**src/rtl/assert_macros.svh**
```systemverilog
// assertion macros used by the rtl top level
`ifndef ASSERT_MACROS_SVH
`define ASSERT_MACROS_SVH

// antecedent implies consequent in the same cycle
`define ASSERT_IMPLY(label, clk, rst, ante, cons) \
   label: assert property (@(posedge clk) disable iff (rst) (ante) |-> (cons)) \
      else $error("same-cycle implication failed");

// antecedent implies consequent in the next cycle
`define ASSERT_NEXT(label, clk, rst, ante, cons) \
   label: assert property (@(posedge clk) disable iff (rst) (ante) |=> (cons)) \
      else $error("next-cycle implication failed");

`endif

```
**src/rtl/rcbp_pkg.sv**
```systemverilog
// types and constants for the reference counted buffer pool
`timescale 1ns / 1ps

package rcbp_pkg;

   // pool geometry
   localparam int BUF_COUNT  = 63;
   localparam int RING_SLOTS = BUF_COUNT + 1;
   localparam int INDEX_W    = 6;
   localparam int SLOT_W     = $clog2(RING_SLOTS);
   localparam int LEVEL_W    = $clog2(RING_SLOTS);
   localparam int FILL_W     = $clog2(RING_SLOTS + 1);
   localparam int REF_AW     = $clog2(BUF_COUNT);
   localparam int KIND_W     = 2;
   localparam int STATUS_W   = 3;

   // operation codes
   typedef enum logic [KIND_W-1:0] {
      KIND_ALLOC = 2'd0,
      KIND_FREE  = 2'd1,
      KIND_SHARE = 2'd2
   } kind_type;

   // result status codes
   typedef enum logic [STATUS_W-1:0] {
      STATUS_OK    = 3'd0,
      STATUS_EMPTY = 3'd1,
      STATUS_HELD  = 3'd2,
      STATUS_ZERO  = 3'd3,
      STATUS_SAT   = 3'd4
   } status_type;

   // commands into the free ring
   typedef struct packed {
      logic               pop;
      logic               push;
      logic [INDEX_W-1:0] push_index;
   } ring_ctl_type;

   // free ring status
   typedef struct packed {
      logic [INDEX_W-1:0] head_index;
      logic [LEVEL_W-1:0] level;
   } ring_stat_type;

   // ring slot advance with wrap
   function automatic logic [SLOT_W-1:0] next_slot(input logic [SLOT_W-1:0] slot);
      logic [SLOT_W-1:0] nxt;
      if (slot == SLOT_W'(RING_SLOTS - 1)) begin
         nxt = '0;
      end else begin
         nxt = slot + SLOT_W'(1);
      end
      return nxt;
   endfunction

endpackage

```
**src/rtl/rcbp_ring.sv**
```systemverilog
// free index ring: memory, head and tail pointers, level and fill count
`timescale 1ns / 1ps

module rcbp_ring (
   input  logic                   clock,
   input  logic                   reset,
   input  rcbp_pkg::ring_ctl_type ring_ctl,
   output rcbp_pkg::ring_stat_type ring_stat
);

   logic [rcbp_pkg::INDEX_W-1:0] ring_mem [rcbp_pkg::RING_SLOTS];

   logic [rcbp_pkg::SLOT_W-1:0]  head_ff, head_in;
   logic [rcbp_pkg::SLOT_W-1:0]  tail_ff, tail_in;
   logic [rcbp_pkg::LEVEL_W-1:0] level_ff, level_in;
   logic [rcbp_pkg::FILL_W-1:0]  fill_ff, fill_in;
   logic [rcbp_pkg::INDEX_W-1:0] rd_data_ff;
   logic [rcbp_pkg::SLOT_W-1:0]  rd_slot_ff;
   logic                         rd_written_ff;

   // pointer and level update
   always_comb begin
      head_in  = head_ff;
      tail_in  = tail_ff;
      level_in = level_ff;
      fill_in  = fill_ff;
      if (ring_ctl.pop) begin
         head_in  = rcbp_pkg::next_slot(head_ff);
         level_in = level_ff - rcbp_pkg::LEVEL_W'(1);
      end
      if (ring_ctl.push) begin
         tail_in  = rcbp_pkg::next_slot(tail_ff);
         level_in = level_ff + rcbp_pkg::LEVEL_W'(1);
         // writes land in slot order starting at the reset tail
         if (fill_ff != rcbp_pkg::FILL_W'(rcbp_pkg::RING_SLOTS)) begin
            fill_in = fill_ff + rcbp_pkg::FILL_W'(1);
         end
      end
   end

   // control registers
   always_ff @(posedge clock) begin
      if (reset) begin
         head_ff  <= '0;
         tail_ff  <= rcbp_pkg::SLOT_W'(rcbp_pkg::BUF_COUNT);
         level_ff <= rcbp_pkg::LEVEL_W'(rcbp_pkg::BUF_COUNT);
         fill_ff  <= '0;
      end else begin
         head_ff  <= head_in;
         tail_ff  <= tail_in;
         level_ff <= level_in;
         fill_ff  <= fill_in;
      end
   end

   // ring memory, write at tail, registered read at head
   always_ff @(posedge clock) begin
      if (ring_ctl.push) begin
         ring_mem[tail_ff] <= ring_ctl.push_index;
      end
      rd_data_ff    <= ring_mem[head_ff];
      rd_slot_ff    <= head_ff;
      // slot s was written once (s + 1) mod slots is below the fill count
      rd_written_ff <= rcbp_pkg::FILL_W'(rcbp_pkg::next_slot(head_ff)) < fill_ff;
   end

   // a slot never written still holds its own index
   assign ring_stat.head_index = rd_written_ff ? rd_data_ff
                                               : rcbp_pkg::INDEX_W'(rd_slot_ff);
   assign ring_stat.level      = level_ff;

endmodule

```
**src/rtl/refcounted_buffer_pool.sv**
```systemverilog
// reference counted buffer pool: top level with count memory and control
//
// Usage: one request word on the req_ channel (kind in req_tuser, index and
// clear flag in req_tdata) gives exactly one response word on the rsp_
// channel (status in rsp_tuser, index, release flags and free count in
// rsp_tdata). Allocate hands out the oldest free index, free drops a
// reference and returns the index at zero if the ring is not full, share adds one.
// Flow: the accepting edge captures the request and reads its count;
// execute then decides and loads the response register once it is free.
// A new request is taken only in idle, after the read-modify-write of the
// count memory and the free ring, with one operation in flight at a time.
// Reset: the free ring holds every index 0..62 in order; a fill count
// stands in for its contents, so there is no clearing pass and a request
// can be taken in the first cycle after reset. Counts are undefined until
// an allocate writes them.
// Stall: a response waits in its register while rsp_tready is low; one more
// request is taken meanwhile and holds in execute until the register frees.
`timescale 1ns / 1ps
`include "assert_macros.svh"

module refcounted_buffer_pool #(
   parameter int COUNT_BITS = 16
) (
   input  logic        clock,
   input  logic        reset,
   // request channel
   input  logic        req_tvalid,
   output logic        req_tready,
   input  logic [7:0]  req_tdata,   // [5:0] buf_index, [6] clear_on_free, [7] zero
   input  logic [1:0]  req_tuser,   // [1:0] kind
   // response channel
   output logic        rsp_tvalid,
   input  logic        rsp_tready,
   output logic [15:0] rsp_tdata,   // [5:0] buf_out, [6] released, [7] clear_request,
                                    // [13:8] free_count, [15:14] zero
   output logic [2:0]  rsp_tuser    // [2:0] status
);

   localparam logic [COUNT_BITS-1:0] COUNT_MAX = '1;

   typedef enum logic {
      ST_IDLE,
      ST_EXEC
   } state_type;

   state_type state_ff, state_in;

   // captured request
   rcbp_pkg::kind_type            kind_ff;
   logic [rcbp_pkg::INDEX_W-1:0]  idx_ff;
   logic                          clr_ff;

   // response register
   logic                           rsp_valid_ff, rsp_valid_in;
   rcbp_pkg::status_type           status_ff, status_in;
   logic [rcbp_pkg::INDEX_W-1:0]   buf_out_ff, buf_out_in;
   logic                           released_ff, released_in;
   logic                           clear_req_ff, clear_req_in;
   logic [rcbp_pkg::LEVEL_W-1:0]   free_count_ff, free_count_in;

   // count memory
   logic [COUNT_BITS-1:0]          ref_mem [rcbp_pkg::BUF_COUNT];
   logic [COUNT_BITS-1:0]          ref_rd_ff;
   logic                           ref_we;
   logic [rcbp_pkg::REF_AW-1:0]    ref_waddr;
   logic [COUNT_BITS-1:0]          ref_wdata;

   rcbp_pkg::ring_ctl_type         ring_ctl;
   rcbp_pkg::ring_stat_type        ring_stat;

   logic                           req_accept;
   logic                           out_free;
   logic                           req_in_range;
   logic [COUNT_BITS-1:0]          count_dec;

   assign req_tready   = (state_ff == ST_IDLE);
   assign req_accept   = req_tvalid && req_tready;
   assign out_free     = !rsp_valid_ff || rsp_tready;
   assign req_in_range = req_tdata[rcbp_pkg::INDEX_W-1:0]
                         < rcbp_pkg::INDEX_W'(rcbp_pkg::BUF_COUNT);
   assign count_dec    = ref_rd_ff - COUNT_BITS'(1);

   rcbp_ring u_ring (
      .clock     (clock),
      .reset     (reset),
      .ring_ctl  (ring_ctl),
      .ring_stat (ring_stat)
   );

   // execute: decide the operation against the read count and ring head
   always_comb begin
      state_in      = state_ff;
      rsp_valid_in  = rsp_valid_ff;
      status_in     = status_ff;
      buf_out_in    = buf_out_ff;
      released_in   = released_ff;
      clear_req_in  = clear_req_ff;
      free_count_in = free_count_ff;
      ring_ctl      = '0;
      ref_we        = 1'b0;
      ref_waddr     = idx_ff[rcbp_pkg::REF_AW-1:0];
      ref_wdata     = ref_rd_ff;

      if (rsp_valid_ff && rsp_tready) begin
         rsp_valid_in = 1'b0;
      end

      unique case (state_ff)
         ST_IDLE: begin
            if (req_accept) begin
               state_in = ST_EXEC;
            end
         end
         ST_EXEC: begin
            if (out_free) begin
               state_in     = ST_IDLE;
               rsp_valid_in = 1'b1;
               status_in    = rcbp_pkg::STATUS_OK;
               buf_out_in   = idx_ff;
               released_in  = 1'b0;
               clear_req_in = 1'b0;
               unique case (kind_ff)
                  rcbp_pkg::KIND_ALLOC: begin
                     if (ring_stat.level == '0) begin
                        status_in  = rcbp_pkg::STATUS_EMPTY;
                        buf_out_in = '0;
                     end else begin
                        ring_ctl.pop = 1'b1;
                        buf_out_in   = ring_stat.head_index;
                        ref_waddr    = ring_stat.head_index[rcbp_pkg::REF_AW-1:0];
                        ref_wdata    = COUNT_BITS'(1);
                        ref_we       = ring_stat.head_index
                                       < rcbp_pkg::INDEX_W'(rcbp_pkg::BUF_COUNT);
                     end
                  end
                  rcbp_pkg::KIND_SHARE: begin
                     if (idx_ff >= rcbp_pkg::INDEX_W'(rcbp_pkg::BUF_COUNT)) begin
                        status_in = rcbp_pkg::STATUS_ZERO;
                     end else if (ref_rd_ff == COUNT_MAX) begin
                        status_in = rcbp_pkg::STATUS_SAT;
                     end else begin
                        ref_we    = 1'b1;
                        ref_wdata = ref_rd_ff + COUNT_BITS'(1);
                     end
                  end
                  rcbp_pkg::KIND_FREE: begin
                     if (idx_ff >= rcbp_pkg::INDEX_W'(rcbp_pkg::BUF_COUNT)) begin
                        status_in = rcbp_pkg::STATUS_ZERO;
                     end else if (ref_rd_ff == '0) begin
                        status_in = rcbp_pkg::STATUS_ZERO;
                     end else begin
                        ref_we    = 1'b1;
                        ref_wdata = count_dec;
                        if (count_dec != '0) begin
                           status_in = rcbp_pkg::STATUS_HELD;
                        end else if (ring_stat.level
                                     < rcbp_pkg::LEVEL_W'(rcbp_pkg::BUF_COUNT)) begin
                           // last reference gone, index back to the ring
                           ring_ctl.push       = 1'b1;
                           ring_ctl.push_index = idx_ff;
                           released_in         = 1'b1;
                           clear_req_in        = clr_ff;
                        end
                     end
                  end
                  default: begin
                     // unused kind does nothing
                  end
               endcase
               // ring level after this operation
               free_count_in = ring_stat.level;
               if (ring_ctl.pop) begin
                  free_count_in = ring_stat.level - rcbp_pkg::LEVEL_W'(1);
               end else if (ring_ctl.push) begin
                  free_count_in = ring_stat.level + rcbp_pkg::LEVEL_W'(1);
               end
            end
         end
         default: begin
            state_in = ST_IDLE;
         end
      endcase
   end

   // state and response register
   always_ff @(posedge clock) begin
      if (reset) begin
         state_ff     <= ST_IDLE;
         rsp_valid_ff <= 1'b0;
      end else begin
         state_ff     <= state_in;
         rsp_valid_ff <= rsp_valid_in;
      end
      status_ff     <= status_in;
      buf_out_ff    <= buf_out_in;
      released_ff   <= released_in;
      clear_req_ff  <= clear_req_in;
      free_count_ff <= free_count_in;
   end

   // capture the request word
   always_ff @(posedge clock) begin
      if (req_accept) begin
         kind_ff <= rcbp_pkg::kind_type'(req_tuser);
         idx_ff  <= req_tdata[rcbp_pkg::INDEX_W-1:0];
         clr_ff  <= req_tdata[rcbp_pkg::INDEX_W];
      end
   end

   // count memory, registered read on accept, write back from execute
   always_ff @(posedge clock) begin
      if (req_accept && req_in_range) begin
         ref_rd_ff <= ref_mem[req_tdata[rcbp_pkg::REF_AW-1:0]];
      end
      if (ref_we) begin
         ref_mem[ref_waddr] <= ref_wdata;
      end
   end

   // response ports
   assign rsp_tvalid = rsp_valid_ff;
   assign rsp_tuser  = status_ff;
   assign rsp_tdata  = {2'b00, free_count_ff, clear_req_ff, released_ff, buf_out_ff};

   // checks
   `ASSERT_IMPLY(a_no_pop_and_push, clock, reset, ring_ctl.pop, !ring_ctl.push)
   `ASSERT_IMPLY(a_clear_needs_release, clock, reset, rsp_tvalid && rsp_tdata[7],
                 rsp_tdata[6] && (rsp_tuser == rcbp_pkg::STATUS_OK))
   `ASSERT_NEXT(a_level_idle_stable, clock, reset, state_ff == ST_IDLE,
                $stable(ring_stat.level))

endmodule

```
**config.mk**
```make
export PLATFORM = sky130hd
export DESIGN_NAME = refcounted_buffer_pool
export DESIGN_NICKNAME = d
export VERILOG_FILES = /design/src/rtl/rcbp_pkg.sv /design/src/rtl/rcbp_ring.sv /design/src/rtl/refcounted_buffer_pool.sv
export VERILOG_INCLUDE_DIRS = /design/src /design/src/rtl
export SDC_FILE = /design/constraint.sdc
export NUM_CORES = 2
export LEC_CHECK = 0
export CAP_MARGIN = 0
export CORE_ASPECT_RATIO = 1.5
export CORE_MARGIN = 5
export CORE_UTILIZATION = 57
export DETAILED_ROUTE_END_ITERATION = 8
export DONT_BUFFER_PORTS = 1
export GPL_TIMING_DRIVEN = 1
export PLACE_DENSITY = 0.75
export SYNTH_ARGS = -nofsm -noshare
export SYNTH_HDL_FRONTEND = slang
export SYNTH_SLANG_ARGS = --single-unit
```
**constraint.sdc**
```tcl
create_clock -name clock -period 5.6 [get_ports clock]
set_input_delay 0.28 -clock clock [delete_from_list [all_inputs] [get_ports clock]]
set_output_delay 0.28 -clock clock [all_outputs]
set_load 0.1 [all_outputs]
```
==> impl_metrics.tcl <==
set metrics [dict create \
    max-vdd-ir-drop_uv 322 \
    final_period_minus_worst_setup_slack_ps 4780 \
    core.rowCount 144 \
    launching_element_type_of_the_critical_path "flop" \
    final_nets 3116 \
    placed_cells 4254 \
    grt.total_usage 0.244 \
    via_count 29398 \
    seq_area_frac_synth 0.748 \
    hold_path_class "input port to flop" \
    synth-async-reset-ratio 0 \
    use_met2 0.427 \
    path_class "flop to flop" \
    footprint_of_the_flip_flops_and_latches_mm2 0.0439 \
    sw_frac_of_total 0.212 \
    grt_setup_unrepaired "false" \
    design.portCount 35 \
    critical_path.endpoint_type "flop" \
    layout.filler_cells 6694 \
    critical_path.top_delay_family "simple AND/OR/NAND/NOR gates" \
    cp_num_buf_inv 3 \
    netlist-cell-type-count 72 \
    area.growth.synth_to_final_pct 10.6 \
    run_status "finished clean" \
    report.final.hold_viol_count 0 \
    timing_worst_slew_pin_value_ps 1280 \
    portBuffers 0 \
    drt.antenna.violating_nets 0 \
    m1_gr_usage 0.300 \
    total_leakage_power_nw 20.2 \
    cts.reportedPaths.clkPinSlew_ps 80 \
    fp.dieArea_mm2 0.110 \
    first_iter_violations 3381 \
    drive_above_1_share 0.215 \
    clock_power_share 0.395 \
    routed_wire_length_um 133000 \
    insertion_delay_ps 750 \
    clock_tree.buffer_depth 3 \
    timing.final.setup_violations 0 \
    p_int_mw 17.4 \
    multi_input_area_mm2 0.0142 \
    yosys_warnings 0 \
    fin_skew_ps 33.4 \
    ys_seq_elements 1474 \
    number_of_maximum_capacitance_violations 0 \
    post_cts_resize_count 0 \
    synthCells 3017 \
    floorplan.core_area_mm2 0.103 \
    grt_pass1_wl_um 197000 \
    ys.flop_type "sky130_fd_sc_hd__edfxtp_1" \
    route.detailed.vias_per_inst 6.52 \
    root_buffer "sky130_fd_sc_hd__clkbuf_16" \
    finish.cell_count_without_fillers 4506 \
    number_of_global_route_vias_before_repair 29928 \
    netSwitchingPower_mw 4.68 \
    mostFrequentLayoutCell "sky130_fd_sc_hd__edfxtp_1" \
    grtUsageMet3 0.0368 \
    synthesized_area_per_cell_um2 19.4 \
    power_frac_seq 0.560 \
    power.combinational.fraction 0.045 \
    slew-limit-headroom 0.148 \
    grt_max_degree 300 \
    clock_sink_count 1474 \
    place_hpwl_um 79000 \
    clock_tree_from_tritoncts "built" \
    detail_route.drc_violations 0 \
    slowest_stage "sky130_fd_sc_hd__dfxtp_1" \
    synth_edf_count 1434 \
    initial_utilization 0.572 \
    ctsHtreeMaxLevel 4 \
    crit_path_max_fanout 21 \
    crit_required_ps 6040 \
    gr-total-overflow 0 \
    drtPass1Iterations 5 \
    final_min_period_over_clock_period 0.853 \
    most-common-layout-cells "sky130_fd_sc_hd__edfxtp_1 (1,434), sky130_fd_sc_hd__mux4_2 (337), sky130_fd_sc_hd__nor2_1 (197)" \
    crit_chain "nand2b_1 > nand2_1 > inv_1 > nand2_1 > buf_4 > a21oi_1 > nor2b_1 > nand2_1 > nor2_1 > buf_4" \
    synth_area_mm2 0.0587 \
    cell_occurring_most_often_along_the_worst_timing_path "sky130_fd_sc_hd__nand2_1" \
    busiest_layer "met2" \
    max_freq_mhz 209 \
    hold_slack_ps 57.9 \
    critPathArrivalTime_ps 5210 \
    p_per_area_mw_per_mm2 341 \
    post_drt_wl_per_cell_um 29.6 \
    die_h_um 403 \
    place.gp.congestion 0.884 \
    tritoncts.num_buffers 131 \
    die_w_um 272 \
    grt_antenna_before_repair 1 \
    finalSetupTns_ps 0 \
    worst_path_largest_cell_delay_ps 650 \
    drv_slew 0 \
]
metal layers:
layer	part of all wire	vias to the layer above
met1	0.35	15414
met5	0	-
li1	-	12484
met2	0.53	1206
met3	0.058	294
met4	0.054	0
repair_timing:
action / CTS / global route
hold endpoints to repair: 59 / 0
hold buffers: 14 / 0
buffers inserted: 0 / 0
cells by family after synthesis:
group / Yosys count / synth area share
AO/OA/AOI/OAI: 332 / 0.0348
other: 1 / 0.0000639
AND/OR/NAND/NOR: 472 / 0.0394
buffers and inverters: 200 / 0.0143
multiplexers: 500 / 0.157
flip-flops: 1474 / 0.748
adder cells (fa/ha/maj): 15 / 0.00320
XOR/XNOR: 23 / 0.00343
sequential cells by signal, summed over array words and instances, names as in the netlist:
signal / cells
buf_out_ff: 6
clear_req_ff: 1
clr_ff: 1
free_count_ff: 6
idx_ff: 6
kind_ff: 2
ref_mem: 1008
ref_rd_ff: 16
released_ff: 1
rsp_tuser: 3
rsp_tvalid: 1
state_ff: 1
u_ring.fill_ff: 7
u_ring.head_ff: 6
u_ring.level_ff: 6
u_ring.rd_data_ff: 6
u_ring.rd_slot_ff: 6
u_ring.rd_written_ff: 1
u_ring.ring_mem: 384
u_ring.tail_ff: 6
power groups by stage:
stage | clock (mW) | sequential (mW) | combinational, mW
6_report | 8.73 | 12.4 | 1.00
5_1_grt | 9.34 | 12.4 | 1.05
4_1_cts | 8.85 | 12.4 | 0.999
3_5_place_dp | 0 | 12.6 | 0.976
3_3_place_gp | 0 | 12.6 | 0.939
2_1_floorplan | 0 | 12.6 | 0.719
worst reg2reg max path: stages, from the launching register on:
cell and delay, ps:
sky130_fd_sc_hd__dfxtp_1 650, sky130_fd_sc_hd__nand2b_1 300, sky130_fd_sc_hd__nand2_1 170, sky130_fd_sc_hd__inv_1 580
sky130_fd_sc_hd__nand2_1 460, sky130_fd_sc_hd__buf_4 320, sky130_fd_sc_hd__a21oi_1 200, sky130_fd_sc_hd__nor2b_1 340
sky130_fd_sc_hd__nand2_1 520, sky130_fd_sc_hd__nor2_1 620, sky130_fd_sc_hd__buf_4 320
final timing paths:
check        depth (start not counted)  slack, ps                 to               from
max reg2reg                         10        820      ref_mem[0][7]         rsp_tvalid
min reg2reg                          2        510  u_ring.fill_ff[1]  u_ring.fill_ff[1]
min                                  3         60       ref_rd_ff[1]       req_tdata[2]
max                                 10        820      ref_mem[0][7]         rsp_tvalid
stage by stage:
stage	util	power, mW	setup slack [ps]	area (µm²)
floorplan	-	13.3	225	58700
global placement	0.591	13.5	1120	60600
detailed placement	0.591	13.6	986	60600
CTS	0.633	22.2	935	64900
global route	0.633	22.8	609	64900
finish	0.633	22.1	824	64900
synthesized netlist by cell type (6+ instances only):
library cell	count	share of area
sky130_fd_sc_hd__mux2i_1	159	0.027
sky130_fd_sc_hd__nand3_1	43	0.0037
sky130_fd_sc_hd__a211oi_1	24	0.0031
sky130_fd_sc_hd__nor4_1	7	0.00075
sky130_fd_sc_hd__nand2_1	96	0.0061
sky130_fd_sc_hd__buf_1	34	0.0022
sky130_fd_sc_hd__a21oi_1	69	0.0059
sky130_fd_sc_hd__and3_1	14	0.0015
sky130_fd_sc_hd__clkbuf_1	106	0.0068
sky130_fd_sc_hd__nor3_1	26	0.0022
sky130_fd_sc_hd__nand3b_1	8	0.0010
sky130_fd_sc_hd__inv_1	16	0.0010
sky130_fd_sc_hd__a211o_1	6	0.00090
sky130_fd_sc_hd__nor2_1	197	0.013
sky130_fd_sc_hd__o21a_1	11	0.0014
sky130_fd_sc_hd__ha_1	15	0.0032
sky130_fd_sc_hd__nand2b_1	7	0.00075
sky130_fd_sc_hd__o221ai_1	16	0.0024
sky130_fd_sc_hd__dfxtp_1	40	0.014
sky130_fd_sc_hd__o22ai_1	31	0.0033
sky130_fd_sc_hd__and2_1	12	0.0013
sky130_fd_sc_hd__nor2b_1	10	0.0011
sky130_fd_sc_hd__xor2_1	11	0.0016
sky130_fd_sc_hd__nand4_1	15	0.0016
sky130_fd_sc_hd__xnor2_1	12	0.0018
sky130_fd_sc_hd__buf_4	6	0.00077
sky130_fd_sc_hd__buf_2	35	0.0030
sky130_fd_sc_hd__o21ai_0	118	0.010
sky130_fd_sc_hd__mux4_2	337	0.13
sky130_fd_sc_hd__edfxtp_1	1434	0.73
sky130_fd_sc_hd__o31ai_1	13	0.0017
final cells by class:
| class | instances | area share |
|---|---|---|
| Inverter | 16 | 0.000926 |
| Sequential cell | 1474 | 0.676 |
| Timing Repair Buffer | 120 | 0.0146 |
| Multi-Input combinational cell | 1344 | 0.219 |
| Tap cell | 1314 | 0.0253 |
| Clock inverter | 81 | 0.0108 |
| Antenna cell | 1 | 0.0000386 |
| Clock buffer | 156 | 0.0533 |
No activity file was read; power rests on OpenSTA's default activity.
